**src/rtl/rpnc_pkg.sv**
```systemverilog
// rpnc_pkg: command, error and microcode definitions for the RPN stack calculator.
// Holds the control-word type, the microprogram table and the command dispatch table.
// No dependencies; used by every module of the block.
package rpnc_pkg;

  localparam int PCW       = 5;
  localparam int ACTW      = 5;
  localparam int CONDW     = 3;
  localparam int DIV_STEPS = 48;
  localparam int CNTW      = 6;
  localparam int FRAC_BITS = 16;

  localparam logic [2:0] CMD_PUSH  = 3'd0;
  localparam logic [2:0] CMD_ADD   = 3'd1;
  localparam logic [2:0] CMD_SUB   = 3'd2;
  localparam logic [2:0] CMD_MUL   = 3'd3;
  localparam logic [2:0] CMD_DIV   = 3'd4;
  localparam logic [2:0] CMD_CLEAR = 3'd5;
  localparam logic [2:0] CMD_DROP  = 3'd6;

  localparam logic [2:0] ERR_NONE    = 3'd0;
  localparam logic [2:0] ERR_FULL    = 3'd1;
  localparam logic [2:0] ERR_EMPTY   = 3'd2;
  localparam logic [2:0] ERR_DIVZERO = 3'd3;
  localparam logic [2:0] ERR_UNKNOWN = 3'd4;
  localparam logic [2:0] ERR_SAT     = 3'd5;

  localparam logic [ACTW-1:0] ACT_NOP     = 5'd0;
  localparam logic [ACTW-1:0] ACT_POP     = 5'd1;
  localparam logic [ACTW-1:0] ACT_CAPB    = 5'd2;
  localparam logic [ACTW-1:0] ACT_CAPA    = 5'd3;
  localparam logic [ACTW-1:0] ACT_ADD     = 5'd4;
  localparam logic [ACTW-1:0] ACT_SUB     = 5'd5;
  localparam logic [ACTW-1:0] ACT_MUL     = 5'd6;
  localparam logic [ACTW-1:0] ACT_MSHIFT  = 5'd7;
  localparam logic [ACTW-1:0] ACT_DZCHK   = 5'd8;
  localparam logic [ACTW-1:0] ACT_DIVINIT = 5'd9;
  localparam logic [ACTW-1:0] ACT_DIVSTEP = 5'd10;
  localparam logic [ACTW-1:0] ACT_DIVFIN  = 5'd11;
  localparam logic [ACTW-1:0] ACT_CLAMP   = 5'd12;
  localparam logic [ACTW-1:0] ACT_PUSH    = 5'd13;
  localparam logic [ACTW-1:0] ACT_CLEAR   = 5'd14;
  localparam logic [ACTW-1:0] ACT_DROP    = 5'd15;
  localparam logic [ACTW-1:0] ACT_UNK     = 5'd16;
  localparam logic [ACTW-1:0] ACT_RDTOP   = 5'd17;
  localparam logic [ACTW-1:0] ACT_OUT     = 5'd18;

  localparam logic [CONDW-1:0] COND_NEXT     = 3'd0;
  localparam logic [CONDW-1:0] COND_JUMP     = 3'd1;
  localparam logic [CONDW-1:0] COND_DISPATCH = 3'd2;
  localparam logic [CONDW-1:0] COND_BZERO    = 3'd3;
  localparam logic [CONDW-1:0] COND_LOOP     = 3'd4;
  localparam logic [CONDW-1:0] COND_OUT      = 3'd5;

  localparam logic [PCW-1:0] PC_IDLE    = 5'd0;
  localparam logic [PCW-1:0] PC_CLAMP   = 5'd1;
  localparam logic [PCW-1:0] PC_PUSH    = 5'd2;
  localparam logic [PCW-1:0] PC_RDTOP   = 5'd3;
  localparam logic [PCW-1:0] PC_OUT     = 5'd4;
  localparam logic [PCW-1:0] PC_ADD     = 5'd5;
  localparam logic [PCW-1:0] PC_SUB     = 5'd10;
  localparam logic [PCW-1:0] PC_MUL     = 5'd15;
  localparam logic [PCW-1:0] PC_DIV     = 5'd21;
  localparam logic [PCW-1:0] PC_DIVSTEP = 5'd27;
  localparam logic [PCW-1:0] PC_CLEAR   = 5'd29;
  localparam logic [PCW-1:0] PC_DROP    = 5'd30;
  localparam logic [PCW-1:0] PC_UNK     = 5'd31;

  typedef struct packed {
    logic [ACTW-1:0]  act;
    logic [CONDW-1:0] cond;
    logic [PCW-1:0]   target;
  } ctrl_word_t;

  typedef struct packed {
    logic       in_valid;
    logic [2:0] cmd;
    logic       b_zero;
    logic       cnt_nz;
    logic       out_free;
  } seq_stat_t;

  typedef struct packed {
    logic [ACTW-1:0] act;
    logic            ready;
    logic            accept;
  } seq_ctrl_t;

  function automatic ctrl_word_t cw(input logic [ACTW-1:0] act, input logic [CONDW-1:0] cond,
                                    input logic [PCW-1:0] target);
    ctrl_word_t w;
    w.act    = act;
    w.cond   = cond;
    w.target = target;
    return w;
  endfunction

  function automatic ctrl_word_t ucode(input logic [PCW-1:0] pc);
    ctrl_word_t w;
    case (pc)
      5'd0:    w = cw(ACT_NOP,     COND_DISPATCH, PC_IDLE);
      5'd1:    w = cw(ACT_CLAMP,   COND_NEXT,     PC_IDLE);
      5'd2:    w = cw(ACT_PUSH,    COND_NEXT,     PC_IDLE);
      5'd3:    w = cw(ACT_RDTOP,   COND_NEXT,     PC_IDLE);
      5'd4:    w = cw(ACT_OUT,     COND_OUT,      PC_IDLE);
      5'd5:    w = cw(ACT_POP,     COND_NEXT,     PC_IDLE);
      5'd6:    w = cw(ACT_CAPB,    COND_NEXT,     PC_IDLE);
      5'd7:    w = cw(ACT_POP,     COND_NEXT,     PC_IDLE);
      5'd8:    w = cw(ACT_CAPA,    COND_NEXT,     PC_IDLE);
      5'd9:    w = cw(ACT_ADD,     COND_JUMP,     PC_CLAMP);
      5'd10:   w = cw(ACT_POP,     COND_NEXT,     PC_IDLE);
      5'd11:   w = cw(ACT_CAPB,    COND_NEXT,     PC_IDLE);
      5'd12:   w = cw(ACT_POP,     COND_NEXT,     PC_IDLE);
      5'd13:   w = cw(ACT_CAPA,    COND_NEXT,     PC_IDLE);
      5'd14:   w = cw(ACT_SUB,     COND_JUMP,     PC_CLAMP);
      5'd15:   w = cw(ACT_POP,     COND_NEXT,     PC_IDLE);
      5'd16:   w = cw(ACT_CAPB,    COND_NEXT,     PC_IDLE);
      5'd17:   w = cw(ACT_POP,     COND_NEXT,     PC_IDLE);
      5'd18:   w = cw(ACT_CAPA,    COND_NEXT,     PC_IDLE);
      5'd19:   w = cw(ACT_MUL,     COND_NEXT,     PC_IDLE);
      5'd20:   w = cw(ACT_MSHIFT,  COND_JUMP,     PC_CLAMP);
      5'd21:   w = cw(ACT_POP,     COND_NEXT,     PC_IDLE);
      5'd22:   w = cw(ACT_CAPB,    COND_NEXT,     PC_IDLE);
      5'd23:   w = cw(ACT_DZCHK,   COND_BZERO,    PC_RDTOP);
      5'd24:   w = cw(ACT_POP,     COND_NEXT,     PC_IDLE);
      5'd25:   w = cw(ACT_CAPA,    COND_NEXT,     PC_IDLE);
      5'd26:   w = cw(ACT_DIVINIT, COND_NEXT,     PC_IDLE);
      5'd27:   w = cw(ACT_DIVSTEP, COND_LOOP,     PC_DIVSTEP);
      5'd28:   w = cw(ACT_DIVFIN,  COND_JUMP,     PC_CLAMP);
      5'd29:   w = cw(ACT_CLEAR,   COND_JUMP,     PC_RDTOP);
      5'd30:   w = cw(ACT_DROP,    COND_JUMP,     PC_RDTOP);
      5'd31:   w = cw(ACT_UNK,     COND_JUMP,     PC_RDTOP);
      default: w = cw(ACT_NOP,     COND_JUMP,     PC_IDLE);
    endcase
    return w;
  endfunction

  function automatic logic [PCW-1:0] entry_pc(input logic [2:0] cmd);
    logic [PCW-1:0] pc;
    case (cmd)
      CMD_PUSH:  pc = PC_PUSH;
      CMD_ADD:   pc = PC_ADD;
      CMD_SUB:   pc = PC_SUB;
      CMD_MUL:   pc = PC_MUL;
      CMD_DIV:   pc = PC_DIV;
      CMD_CLEAR: pc = PC_CLEAR;
      CMD_DROP:  pc = PC_DROP;
      default:   pc = PC_UNK;
    endcase
    return pc;
  endfunction

endpackage

```
**src/rtl/rpnc_sequencer.sv**
```systemverilog
// rpnc_sequencer: step counter and control-store lookup for the RPN calculator.
// Branches on datapath status and dispatches each new command word.
// Depends on rpnc_pkg.
module rpnc_sequencer (
  input  logic                 clk,
  input  logic                 rst_n,
  input  rpnc_pkg::seq_stat_t  stat,
  output rpnc_pkg::seq_ctrl_t  ctrl
);
  import rpnc_pkg::*;

  logic [PCW-1:0] pc_r;
  logic [PCW-1:0] pc_nxt;
  ctrl_word_t     word;

  assign word = ucode(pc_r);

  always_comb begin
    ctrl.act    = word.act;
    ctrl.ready  = (word.cond == COND_DISPATCH);
    ctrl.accept = (word.cond == COND_DISPATCH) && stat.in_valid;
  end

  always_comb begin
    pc_nxt = pc_r + 5'd1;
    case (word.cond)
      COND_NEXT:     pc_nxt = pc_r + 5'd1;
      COND_JUMP:     pc_nxt = word.target;
      COND_DISPATCH: pc_nxt = stat.in_valid ? entry_pc(stat.cmd) : pc_r;
      COND_BZERO:    pc_nxt = stat.b_zero ? word.target : pc_r + 5'd1;
      COND_LOOP:     pc_nxt = stat.cnt_nz ? word.target : pc_r + 5'd1;
      COND_OUT:      pc_nxt = stat.out_free ? word.target : pc_r;
      default:       pc_nxt = PC_IDLE;
    endcase
  end

  always_ff @(posedge clk) begin
    if (!rst_n) begin
      pc_r <= PC_IDLE;
    end else begin
      pc_r <= pc_nxt;
    end
  end

endmodule

```
**config.mk**
```make
export PLATFORM = sky130hd
export DESIGN_NAME = rpnc_sequencer
export DESIGN_NICKNAME = d
export VERILOG_FILES = /design/src/rtl/rpnc_pkg.sv /design/src/rtl/rpnc_sequencer.sv
export SDC_FILE = /design/constraint.sdc
export NUM_CORES = 1
export LEC_CHECK = 0
export ABC_AREA = 1
export ABC_CLOCK_PERIOD_IN_PS = 4900
export BUFFER_PORTS_ARGS = -buffer_cell sky130_fd_sc_hd__buf_2
export CAP_MARGIN = 20
export CORE_MARGIN = 5
export CORE_UTILIZATION = 47
export CTS_CLUSTER_SIZE = 14
export DETAILED_ROUTE_END_ITERATION = 7
export GPL_ROUTABILITY_DRIVEN = 0
export GPL_TIMING_DRIVEN = 0
export PLACE_DENSITY = 0.66
export SLEW_MARGIN = 40
export SYNTH_ARGS = -nofsm -noshare
export SYNTH_HDL_FRONTEND = slang
export SYNTH_SLANG_ARGS = --single-unit
```
**constraint.sdc**
```tcl
create_clock -name clk -period 4.9 [get_ports clk]
set_input_delay 0.245 -clock clk [delete_from_list [all_inputs] [get_ports clk]]
set_output_delay 0.245 -clock clk [all_outputs]
set_load 0.01 [all_outputs]
```
==> results.toml <==
[status]
status = "finished clean"

[layout]
layout_commonest_cell = "nand2_1"
fillers = 323
multiInputGateArea_um2 = 900
layout_common_cells = "nand2_1 (75), nor2_1 (29), inv_1 (26)"
antenna_cells = 0
drive_above_1_share = 0.204
seq_area_um2 = 320
nNetsFinal = 268
layoutNonFillerInstCount = 283
area_delta_synth_final_pct = 10.8

[synth]
synth_fa_ha_area_frac = 0.0706
avgSynthCellArea_um2 = 6.14
synth-simple-area-share = 0.511
synth_top_family_by_area = "simple AND/OR/NAND/NOR gates"
synth-compound-area-share = 0.0406
synth_xor_area_frac = 0.0124
ys_types = 26
syn_area_um2 = 1420
ys_ff_latch = 16
synthMuxAreaShare = 0
synthesis.instances = 231
ys.warnings.count = 0
ys_seq_area_frac = 0.226
syn_nets = 248

[floorplan]
die_h_um = 64.9
start_util = 0.476
fp.coreArea_um2 = 2980
die_w_um = 64.9
rows = 20
die_area_um2 = 4210
io_pins = 16

[grt]
grt_most_used_layer = "met2"
grt_pass1_wl_um = 5230
track_usage = 0.156
grt_pass1_vias = 1216
gr-usage-met3 = 0.0277
grt-ovfl-total = 0
grt_max_degree = 11
use_met2 = 0.257
antenna_found_initial = 0
grt_use_met1 = 0.199

[power]
switching_share = 0.525
clkPwrFrac = 0.087
power_frac_seq = 0.212
p_int_mw = 0.482
peakVddDrop_mv = 0.249
pwr-share-comb = 0.701
p_leak_nw = 0.877
power_switching_mw = 0.532
powerDensity_nw_per_um2 = 646

[detailed_routing]
vias = 1338
antenna_left = 0
drc = 0
viasPerCell = 4.73
drtIter0Drc = 64
wl_per_cell_um = 10.3
first_pass_iters = 4
wl_um = 2930

[clock_network]
clk-insertion-delay-late_ns = 0.29
cts_resized = 0
clockBufferDepth = 2
htree_levels = 1
cts_tree = "built"
numCtsBuffers = 3
cts_sinks = 16
post_cts_buffers = 0
clkTransAtPathRegs_ns = 0.10
cts-root-buf = "clkbuf_4"
cts_hold_buf = 0

[timing]
finalClockSkew_ns = 0.00733
min_period_over_period = 0.545
period_minus_slack_ns = 2.67
worstMarginPinSlew_ns = 0.359
tns_ns = 0
setup_viol = 0
relSlewSlack = 0.760
hold_viol = 0
rsz0062_at_grt = "no"
clock.fmax_mhz = 374
drv_slew = 0

[critical_path]
crit_type = "reg2reg"
cpMostUsedCell = "nand2_1"
endpoint_kind = "register"
crit_path_start_kind = "register"
critPathBufInv = 4
cpMaxStageDelayCell = "dfxtp_1"
crit_chain = "ha_1 -> inv_1 -> nand2_1 -> nand2_1 -> nor2_1 -> nor2_1 -> nand4_1 -> nand2_1 -> nor2_1 -> inv_1 -> ha_1 -> inv_1 -> nand2_1 -> nand2_1 -> nand2_1 -> nand3_1 -> nand2_1 -> inv_1"
cp_data_required_time_ns = 5.09
critPathTopFamily = "simple AND/OR/NAND/NOR gates"
cp_slowest_stage_delay_ns = 0.40
critPathArrivalTime_ns = 2.87
critPathMaxFanout = 7

[flow_run]
maxCapViolCount = 0

[place]
hpwlAfterDp_um = 2450
dp.cells = 279
port_buffers = 15

[hold_path]
hold_path.class = "in2reg"
[area by class of cell]
type	instances	share of cell area
Buffer	9	0.0454
Inverter	33	0.0805
Tap cell	33	0.0263
Multi-Input combinational cell	173	0.573
Clock buffer	4	0.0231
Sequential cell	16	0.204
Timing Repair Buffer	15	0.0478
[logic make-up after synthesis]
family,after synthesis
compound gates,11
fa+ha+maj,8
simple gates,152
flops,16
xor+xnor,2
buf+inv,42
[worst reg2reg max path: stages (launching register included)]
cell and delay (ns):
dfxtp_1 0.40, ha_1 0.36, inv_1 0.07, nand2_1 0.06, nand2_1 0.05, nor2_1 0.08
nor2_1 0.07, nand4_1 0.09, nand2_1 0.10, nor2_1 0.30, inv_1 0.16, ha_1 0.34
inv_1 0.07, nand2_1 0.12, nand2_1 0.07, nand2_1 0.05, nand3_1 0.08, nand2_1 0.09
inv_1 0.04
[worst paths after layout]
check / cells after the start / start / slack, ns / to
min: 3 / rst_n / 0.36 / pc_r[3]
min reg2reg: 3 / pc_r[4] / 0.73 / word[0]
max: 18 / pc_r[0] / 2.23 / word[8]
max reg2reg: 18 / pc_r[0] / 2.23 / word[8]
[per-stage QoR]
stage	setup WS [ns]	util	hold slack, ns	cell area [um2]	total power, mW
floorplan	2.74	-	0.456	1420	0.778
global placement	2.26	0.515	0.672	1530	0.935
detailed placement	2.25	0.515	0.675	1530	0.932
CTS	2.22	0.527	0.363	1570	1.02
global route	1.99	0.527	0.381	1570	1.14
finish	2.23	0.527	0.357	1570	1.01
[cells in the mapped netlist]
cell | count | area share
xnor2_1 | 1 | 0.0062
or2_2 | 1 | 0.0044
nor2_1 | 29 | 0.077
inv_1 | 26 | 0.069
nand2_2 | 5 | 0.022
a21oi_1 | 3 | 0.011
o21ai_0 | 5 | 0.018
nand3_2 | 3 | 0.021
ha_1 | 8 | 0.071
nand3_1 | 24 | 0.085
o21ai_1 | 2 | 0.0071
nor2_8 | 2 | 0.028
buf_6 | 1 | 0.0079
o211ai_1 | 1 | 0.0053
nand4_1 | 7 | 0.031
inv_4 | 1 | 0.0044
buf_4 | 8 | 0.042
nand2_1 | 75 | 0.20
nor3_1 | 1 | 0.0035
dfxtp_1 | 16 | 0.23
nand2_4 | 1 | 0.0079
inv_2 | 6 | 0.016
nand3_4 | 1 | 0.012
xor2_1 | 1 | 0.0062
nor2_2 | 1 | 0.0044
nor2_4 | 2 | 0.016
[state kept, by name (all words and copies together), names as in the netlist]
signal and flops:
pc_r 5, word 11
[routing by layer]
layer  up-vias  wire length [um]  share of wire
met4         0                53          0.018
met1       557              1340           0.46
met3         6               133          0.045
met5         -                 0              0
li1        753                 -              -
met2        22              1400           0.48
[power by group through the flow]
stage                     Combinational, mW  Clock [mW]  Sequential [mW]
after floorplan                       0.570           0            0.208
after global placement                0.717           0            0.217
after detailed placement              0.715           0            0.218
after CTS                             0.717      0.0892            0.214
after global routing                  0.817      0.0980            0.222
final                                 0.712      0.0879            0.215
No activity file was read; power rests on OpenSTA's default activity.
